## config.mk

```make
export PLATFORM = sky130hd
export DESIGN_NAME = kmrc_front
export DESIGN_NICKNAME = d
export VERILOG_FILES = /design/src/kmrc_pkg.sv /design/src/kmrc_front.sv
export SDC_FILE = /design/constraint.sdc
export NUM_CORES = 1
export LEC_CHECK = 0
export BUFFER_PORTS_ARGS = -buffer_cell sky130_fd_sc_hd__buf_2
export CORE_AREA = 2 2 47 49
export DETAILED_ROUTE_END_ITERATION = 6
export DIE_AREA = 0 0 49 51
export GPL_TIMING_DRIVEN = 0
export PLACE_DENSITY = 0.87
export SYNTH_ARGS = -nofsm -noshare
export SYNTH_HDL_FRONTEND = slang
export SYNTH_SLANG_ARGS = --single-unit
```

## constraint.sdc

```tcl
create_clock -name vclk -period 1.4
set_input_delay 0.07 -clock vclk [all_inputs]
set_output_delay 0.07 -clock vclk [all_outputs]
set_load 0.1 [all_outputs]
```

## src/kmrc_pkg.sv

```systemverilog
`timescale 1ns / 1ps
package kmrc_pkg;

  localparam int ROW_IN_W  = 8;
  localparam int POS_W     = 12;
  localparam int SYM_IN_W  = 8;
  localparam int RC_W      = 9;
  localparam int LEN_CFG_W = 13;
  localparam int CNT_W     = 13;
  localparam int COUNT_W   = 9;
  localparam int CFG_IDX_W = 2;
  localparam int CFG_DAT_W = 13;

  localparam logic [CNT_W:0]     CAP_MAX   = 14'd8191;
  localparam logic [COUNT_W-1:0] COUNT_MAX = 9'd511;

  localparam logic OP_WRITE   = 1'b0;
  localparam logic OP_QUERY   = 1'b1;
  localparam logic KIND_WRITE = 1'b0;
  localparam logic KIND_QUERY = 1'b1;

  localparam logic [CFG_IDX_W-1:0] REG_ROW_COUNT      = 2'd0;
  localparam logic [CFG_IDX_W-1:0] REG_ROW_LENGTH     = 2'd1;
  localparam logic [CFG_IDX_W-1:0] REG_MAX_MISMATCHES = 2'd2;

  localparam logic [RC_W-1:0]      RESET_ROW_COUNT      = 9'd1;
  localparam logic [LEN_CFG_W-1:0] RESET_ROW_LENGTH     = 13'd4096;
  localparam logic [CNT_W-1:0]     RESET_MAX_MISMATCHES = 13'd0;

  typedef struct packed {
    logic [RC_W-1:0]      row_count;
    logic [LEN_CFG_W-1:0] row_length;
    logic [CNT_W-1:0]     max_mismatches;
  } cfg_t;

  typedef struct packed {
    logic                kind;
    logic [ROW_IN_W-1:0] row;
    logic [POS_W-1:0]    pos;
    logic [SYM_IN_W-1:0] sym;
    logic                cmp;
    logic                last;
  } entry_t;

endpackage

```

## src/kmrc_front.sv

```systemverilog
`timescale 1ns / 1ps
module kmrc_front import kmrc_pkg::*; #(
  parameter int MAX_ROWS = 256,
  parameter int MAX_LEN  = 4096
) (
  input  cfg_t                cfg,
  input  logic                op,
  input  logic [ROW_IN_W-1:0] row_index,
  input  logic [POS_W-1:0]    position,
  input  logic [SYM_IN_W-1:0] symbol,
  input  logic                last,
  output logic                keep,
  output entry_t              entry
);

  logic row_ok;
  logic pos_ok;
  logic cmp;

  assign row_ok = 32'(row_index) < MAX_ROWS;
  assign pos_ok = 32'(position) < MAX_LEN;
  assign cmp    = pos_ok && (32'(position) < 32'(cfg.row_length));

  always_comb begin
    entry.row  = row_index;
    entry.pos  = position;
    entry.sym  = symbol;
    entry.cmp  = cmp;
    entry.last = last;
    unique case (op)
      OP_WRITE: begin
        entry.kind = KIND_WRITE;
        keep       = row_ok && pos_ok;
      end
      OP_QUERY: begin
        entry.kind = KIND_QUERY;
        keep       = cmp || last;
      end
      default: begin
        entry.kind = KIND_QUERY;
        keep       = 1'b0;
      end
    endcase
  end

endmodule

```

==> impl_metrics.json <==
{
  "status": "complete, no violations",
  "mostFrequentLayoutCells": "buf_2, buf_4, inv_2, ha_4, inv_1",
  "num_antenna_cells": 0,
  "std_cell_rows": 17,
  "powerDensity_nw_per_um2": 631.7,
  "seq_power_share_pct": 0,
  "area_growth_pct": 91.78,
  "dr.pass1.iters": 4,
  "hold_class": "in2out",
  "gp_congestion": 0.6121,
  "start_util_pct": 25.83,
  "setup_violations": 0,
  "swShare_pct": 71.59,
  "grt_pass1_wl_mm": 1.842,
  "critPathKind": "in2out",
  "placed_area_sq_um": 905.9,
  "synthCells": 73,
  "path_max_fanout": 2,
  "endpoint_kind": "primary output",
  "leakagePower_nw": 0.5793,
  "fin_area_sq_um": 1022,
  "antenna_found_initial": 0,
  "period_needed_ns": 1.338,
  "via_per_inst": 3.944,
  "whs_endpoint": "entry[6]",
  "yosys_warnings": 0,
  "flops_and_latches": 0,
  "pwr-share-clk_pct": 0,
  "switchingPower_uw": 462.2,
  "drive_gt1_share_pct": 84.09,
  "fmax_mhz": 747.4,
  "p_int_uw": 183.5,
  "relSlewSlack_pct": 67.60,
  "nClkBuffers": 0,
  "pin_count": 97,
  "core_sq_um": 2063,
  "vdd_drop_max_mv": 0.3259,
  "drt_iter0_drc": 2,
  "final.setup.worst_slack_ns": 0.06206,
  "ys_top_cells_by_area": "buf_4, ha_1, inv_1",
  "fin_crit_sh_pct": 95.57,
  "cp-start-kind": "input pin",
  "io_buffer_count": 59,
  "dpl.hpwl_mm": 1.123,
  "syn_nets": 149,
  "nets": 210,
  "regArea_sq_um": 0,
  "die_y_microns": 51,
  "place_ws_ns": -0.2967,
  "die-width_microns": 49,
  "dr_total_vias": 631,
  "tightest_slew_ns": 0.4894,
  "drv_slew": 0,
  "grt_max_degree": 4,
  "final_common_cell": "buf_2",
  "yosysUniqueCellTypes": 18,
  "grt_overflow_total": 0,
  "total_power_uw": 645.7,
  "synth_top_area_share_pct": 43.66,
  "comb_power_share_pct": 100.0,
  "drc": 0,
  "worstPathArrival_ns": 1.27,
  "drv_cap": 0,
  "wl_per_cell_microns": 8.231,
  "drt-total-wl_mm": 1.317,
  "gr-usage-all-layers_pct": 8.677,
  "grt_pass1_vias": 531,
  "ant_nets": 0,
  "synth_top_area_cell": "buf_4",
  "critical_path_required_ns": 1.33,
  "nFillCells": 220,
  "ys_seq_area_share_pct": 0,
  "syn_avg_cell_area_sq_um": 7.302,
  "whs_ns": 0.5231,
  "hold_depth": 2,
  "finalHoldViolCount": 0,
  "die-area_sq_um": 2499,
  "min_from": "symbol[4]",
  "syn_area_sq_um": 533.0
}
## layer usage
layer | vias to the layer above | track usage [%] | routed length (microns)
met1 | 260 | 10.18 | 483
met4 | 0 | 0 | 0
met2 | 45 | 18.04 | 678
met3 | 0 | 0.5848 | 154
li1 | 326 | - | -
met5 | - | 0 | 0
## cell families (layout without fill, tap and decap cells)
| logic type | count (synthesis) | count (layout) | share of synthesized area, % |
|---|---|---|---|
| adders and majority gates | 11 | 11 | 25.82 |
| and+or+nand+nor | 8 | 8 | 7.981 |
| AOI/OAI and AO/OA | 11 | 11 | 14.09 |
| buffers and inverters | 43 | 102 | 52.11 |
## area by class of cell
class	count	area [sq um]	area share, %
Timing Repair Buffer	60	345.3	33.78
Buffer	30	225.2	22.03
Tap cell	28	35.03	3.427
Inverter	12	45.04	4.406
Multi-Input combinational cell	30	371.6	36.35
## worst max-delay path by stage
| stage | from | to | cells after the start |
|---|---|---|---|
| final | position[9] | keep | 7 |
| after global routing | position[9] | keep | 7 |
| after CTS | position[4] | entry[1] | 7 |
| after detailed placement | cfg[24] | entry[1] | 9 |
| after global placement | position[11] | entry[1] | 8 |
| after floorplan | cfg[23] | keep | 6 |
## power groups by stage
stage | clock network, mW | logic, mW | registers (mW)
5_1_grt | 0 | 0.678 | 0
2_1_floorplan | 0 | 0.509 | 0
4_1_cts | 0 | 0.626 | 0
6_report | 0 | 0.646 | 0
3_3_place_gp | 0 | 0.600 | 0
3_5_place_dp | 0 | 0.605 | 0
## timing repair
item | in CTS | in global routing
hold buffers | 0 | 0
pin swaps | 4 | 2
resized for setup | 10 | 11
setup endpoints to repair | 2 | 2
buffers inserted | 1 | 0
## worst max-delay path, stage by stage
cell and delay (ns):
buf_2 0.13, ha_4 0.26, nand4b_1 0.15, nor3_2 0.17
o31a_1 0.24, o21ai_4 0.08, buf_12 0.17
## Yosys cell counts
library cell  count
a21boi_1          1
a21oi_2           1
o21ai_2           1
nor3_1            1
o22ai_1           1
ha_1             11
nor2b_1           1
a21o_1            1
nand4_1           1
buf_4            31
nand2_1           2
a21oi_1           4
o31a_1            1
o21a_1            1
nand3_1           1
nand4b_1          1
nor2_1            1
inv_1            12
## per-stage QoR
stage / utilization [%] / instances / setup TNS [ns]
2_1_floorplan: - / 73 / 0
3_3_place_gp: 43.91 / 160 / -0.4866
3_5_place_dp: 43.91 / 160 / -0.4788
4_1_cts: 46.39 / 160 / 0
5_1_grt: 49.55 / 160 / -0.002676
6_report: 49.55 / 160 / 0
No activity file was read; power rests on OpenSTA's default activity.
