<file path="config.mk">
export PLATFORM = sky130hd
export DESIGN_NAME = kmrc_queue
export DESIGN_NICKNAME = d
export VERILOG_FILES = /design/src/kmrc_pkg.sv /design/src/kmrc_queue.sv
export SDC_FILE = /design/constraint.sdc
export NUM_CORES = 1
export LEC_CHECK = 0
export BUFFER_PORTS_ARGS = -buffer_cell sky130_fd_sc_hd__buf_2
export CORE_MARGIN = 5
export CORE_UTILIZATION = 39
export CTS_CLUSTER_SIZE = 24
export DETAILED_ROUTE_END_ITERATION = 8
export GPL_TIMING_DRIVEN = 1
export PLACE_DENSITY = 0.66
export SYNTH_ARGS = -nofsm -noshare
export SYNTH_HDL_FRONTEND = slang
export SYNTH_SLANG_ARGS = --single-unit
</file>
<file path="constraint.sdc">
create_clock -name clk -period 2.3 [get_ports clk]
set_clock_uncertainty 0.1 [all_clocks]
set_input_delay 0.23 -clock clk [delete_from_list [all_inputs] [get_ports clk]]
set_output_delay 0.23 -clock clk [all_outputs]
set_load 0.03 [all_outputs]
</file>
<file path="src/kmrc_pkg.sv">
`timescale 1ns / 1ps
package kmrc_pkg;

  localparam int ROW_IN_W  = 8;
  localparam int POS_W     = 12;
  localparam int SYM_IN_W  = 8;
  localparam int RC_W      = 9;
  localparam int LEN_CFG_W = 13;
  localparam int CNT_W     = 13;
  localparam int COUNT_W   = 9;
  localparam int CFG_IDX_W = 2;
  localparam int CFG_DAT_W = 13;

  localparam logic [CNT_W:0]     CAP_MAX   = 14'd8191;
  localparam logic [COUNT_W-1:0] COUNT_MAX = 9'd511;

  localparam logic OP_WRITE   = 1'b0;
  localparam logic OP_QUERY   = 1'b1;
  localparam logic KIND_WRITE = 1'b0;
  localparam logic KIND_QUERY = 1'b1;

  localparam logic [CFG_IDX_W-1:0] REG_ROW_COUNT      = 2'd0;
  localparam logic [CFG_IDX_W-1:0] REG_ROW_LENGTH     = 2'd1;
  localparam logic [CFG_IDX_W-1:0] REG_MAX_MISMATCHES = 2'd2;

  localparam logic [RC_W-1:0]      RESET_ROW_COUNT      = 9'd1;
  localparam logic [LEN_CFG_W-1:0] RESET_ROW_LENGTH     = 13'd4096;
  localparam logic [CNT_W-1:0]     RESET_MAX_MISMATCHES = 13'd0;

  typedef struct packed {
    logic [RC_W-1:0]      row_count;
    logic [LEN_CFG_W-1:0] row_length;
    logic [CNT_W-1:0]     max_mismatches;
  } cfg_t;

  typedef struct packed {
    logic                kind;
    logic [ROW_IN_W-1:0] row;
    logic [POS_W-1:0]    pos;
    logic [SYM_IN_W-1:0] sym;
    logic                cmp;
    logic                last;
  } entry_t;

endpackage

</file>
<file path="src/kmrc_queue.sv">
`timescale 1ns / 1ps
module kmrc_queue import kmrc_pkg::*; (
  input  logic   clk,
  input  logic   rst,
  input  logic   wr,
  input  entry_t wr_entry,
  output logic   q_full,
  output logic   q_empty,
  input  logic   rd,
  output entry_t head
);

  entry_t     slots [2];
  logic       wr_ptr;
  logic       rd_ptr;
  logic [1:0] fill;
  logic       do_wr;
  logic       do_rd;

  assign q_full  = fill == 2'd2;
  assign q_empty = fill == 2'd0;
  assign head    = slots[rd_ptr];
  assign do_wr   = wr && !q_full;
  assign do_rd   = rd && !q_empty;

  always_ff @(posedge clk) begin
    if (rst) begin
      wr_ptr <= 1'b0;
      rd_ptr <= 1'b0;
      fill   <= 2'd0;
    end else begin
      if (do_wr) wr_ptr <= ~wr_ptr;
      if (do_rd) rd_ptr <= ~rd_ptr;
      if (do_wr && !do_rd) fill <= fill + 2'd1;
      else if (do_rd && !do_wr) fill <= fill - 2'd1;
    end
  end

  always_ff @(posedge clk) begin
    if (do_wr) slots[wr_ptr] <= wr_entry;
  end

endmodule

</file>
==> metrics <==
outcome=completed; cells after synthesis=121; CTS Root Cell=sky130_fd_sc_hd__clkbuf_8; Final min period=1.919 ns; overall power after layout=0.003646 W; largest delay contributor family on the critical path=buffers and inverters; logic gate share of total power=0.328; Initial Util=0.4079; total length of routed met2 wires=2375 µm; Routed Wire Length=4601 µm; buffers inserted by post-CTS timing repair=0; share of synthesized area occupied by flip-flops and latches=0.8029; clock tree from TritonCTS=built; horizontal die dimension=89.16 µm; Static Leak=1.296 nW; iteration count of the initial detailed-routing pass=4; class of the most critical setup path=reg -> out; core utilization of the finished layout=0.5629; cts bufs inserted=9; switching share of total power=0.3252; Vert. Die Dim=89.16 µm; die footprint=0.007949 mm²; Tightest Pin Transition=0.4095 ns; final count of pins violating max slew=0; DRT iter0 DRCs=38; highest fanout seen on the critical path=31; final total negative setup slack=0 ns; diodes inserted=0; Worst Setup Start Kind=register; count of warnings emitted by yosys=0; area added between synthesis and finish=37.99%; Boundary Pins=68; total area of sequential cells=0.001962 mm²; wire length of the first global-routing pass=6734 µm; Flop pwr share=0.435; share of the clock period used by the worst path=0.8342; Num Clock Sinks=67; DR DRC count=0; worst skew pair latency=0.32 ns; average wire per cell in the routed design=14.84 µm; routed wire length on met3=252 µm; post-synthesis instance area=0.002444 mm²; Metal-1 WL=1836 µm; number of storage elements in the synthesis netlist=67; global placement routability congestion=0.6982; clock tree buffer depth=2; maximum frequency from static timing analysis=521.2 MHz; areal power density over the cells=1081 mW/mm²; Max-Cap Viols=0; Peak supply drop=0.6930 mV; footprint of the multi-input gates=459.2 µm²; syn_nets=157; number of global-route vias before repair=1439; Arrival @ worst endpoint=1.59 ns; Buf+Inv Stages, Crit Path=2; count of buffers inserted at the top-level ports=67; count of fill cells added during filler insertion=465; post-CTS clock slew at the launch and capture registers of the worst setup and hold paths=0.06 ns; required time at the endpoint of the critical path=1.97 ns; post-synth cell types=13; switching component of the power=0.001186 W; Non-Filler Instances=310; final-stage net count=267; Row Count=28; Clock power frac=0.237; Internal Dissipation=0.002461 W; min-delay worst type=in -> reg; antenna violations before repair=0; Setup-failing EPs final=0; Critical Path End Type=primary output; DRT antenna net count=0; count of final hold-check violations=0; HPWL Detailed=2830 µm; average instance area after synthesis=20.19 µm²; count of vias placed by the detailed router=1391; number of vias per cell after detailed routing=4.487; Core Region=0.005991 mm²; Top Metal Used=met4; total routing usage reported by global routing=0.1171; Max transition margin=0.7270; total global routing overflow=0; fraction of final layout cells with drive strength greater than 1=0.4851; Slowest cell on crit path=sky130_fd_sc_hd__mux2_2; largest net degree at the start of global routing=32; H-tree depth=3; hold slack final=0.03416 ns; longest individual stage delay on the worst path=0.40 ns; Cells after DPL=264; sequence of cells on the critical path=buf_4 > mux2_2 > buf_2; RSZ-0062 raised after global routing=no
==> metrics by stage <==
| step | setup WS [ns] | instance area [µm²] |
|---|---|---|
| after floorplan | 0.3190 | 2444 |
| after global placement | 0.6001 | 2888 |
| after detailed placement | 0.5558 | 2888 |
| after CTS | 0.3413 | 3322 |
| after global routing | 0.2845 | 3372 |
| final | 0.3813 | 3372 |
==> worst register-to-register path, delay by kind of cell, from the launching register on <==
family,cells,cell delay (ns)
DFF,1,0.43
buffers and inverters,2,0.43
and+or+nand+nor,2,0.42
==> logic make-up (layout without fill, tap and decap cells) <==
kind of cell / Yosys count / after routing / share of synthesized area
compound gates: 5 / 5 / 0.01024
xor+xnor: 3 / 3 / 0.01075
fa+ha+maj: 1 / 1 / 0.005120
buf+inv: 5 / 119 / 0.009216
flops: 67 / 67 / 0.8029
mux: 31 / 31 / 0.1429
simple gates: 9 / 9 / 0.01895
==> power by group through the flow <==
stage	Clock [W]	Sequential [W]	Combinational, W
2_1_floorplan	0	0.00160	0.000857
3_3_place_gp	0	0.00160	0.00117
3_5_place_dp	0	0.00161	0.00117
4_1_cts	0.000895	0.00159	0.00122
5_1_grt	0.000951	0.00160	0.00129
6_report	0.000863	0.00159	0.00120
==> what timing repair did <==
action,in CTS,in global routing
hold buffers,26,5
resized for setup,0,0
hold endpoints to repair,52,9
==> routing by layer <==
metal  vias up  track usage
met5         -            0
met4         0      0.08796
met3        12      0.02396
met2        42       0.1875
met1       651       0.1383
li1        686            -
==> synthesized netlist by cell type <==
library cell | number | area share
sky130_fd_sc_hd__nor2_1 | 5 | 0.0077
sky130_fd_sc_hd__mux2_2 | 31 | 0.14
sky130_fd_sc_hd__or3_1 | 2 | 0.0051
sky130_fd_sc_hd__edfxtp_1 | 62 | 0.76
sky130_fd_sc_hd__and2_1 | 1 | 0.0026
sky130_fd_sc_hd__buf_2 | 3 | 0.0061
sky130_fd_sc_hd__xor2_1 | 3 | 0.011
sky130_fd_sc_hd__o21ai_0 | 3 | 0.0061
sky130_fd_sc_hd__nor2b_2 | 1 | 0.0036
sky130_fd_sc_hd__ha_1 | 1 | 0.0051
sky130_fd_sc_hd__inv_1 | 2 | 0.0031
sky130_fd_sc_hd__a21oi_1 | 2 | 0.0041
sky130_fd_sc_hd__dfxtp_1 | 5 | 0.041
==> flip-flops by register name, indices dropped and copies added (netlist names), named ones only <==
signal / count
wr_ptr: 1
fill: 2
rd_ptr: 1
slots: 62
==> placed cells by master, fill, tap and decap left out, drive strengths merged, types with 2 or more instances in the layout <==
master,synthesis,routed
buf,3,71
edfxtp,62,62
mux2,31,31
dlygate4sd3,0,31
clkbuf,0,11
nor2,5,5
dfxtp,5,5
o21ai,3,3
xor2,3,3
clkinv,0,3
inv,2,2
or3,2,2
a21oi,2,2
==> final timing paths <==
path                                from      endpoint  slack, ns  depth (start not counted)
worst min register to register    wr_ptr        wr_ptr       0.40                          2
worst max register to register   fill[0]  slots[0][30]       0.57                          4
worst min-delay path                 rst        rd_ptr       0.03                          2
worst max-delay path            register      head[12]       0.38                          3
==> area by class of cell <==
class                           instances  share of cell area
Sequential cell                        67              0.5818
Clock inverter                          4             0.01262
Timing Repair Buffer                  102              0.2004
Clock buffer                           11             0.03896
Multi-Input combinational cell         49              0.1362
Tap cell                               75             0.02783
Inverter                                2            0.002226
(Power assumes the default switching activity.)
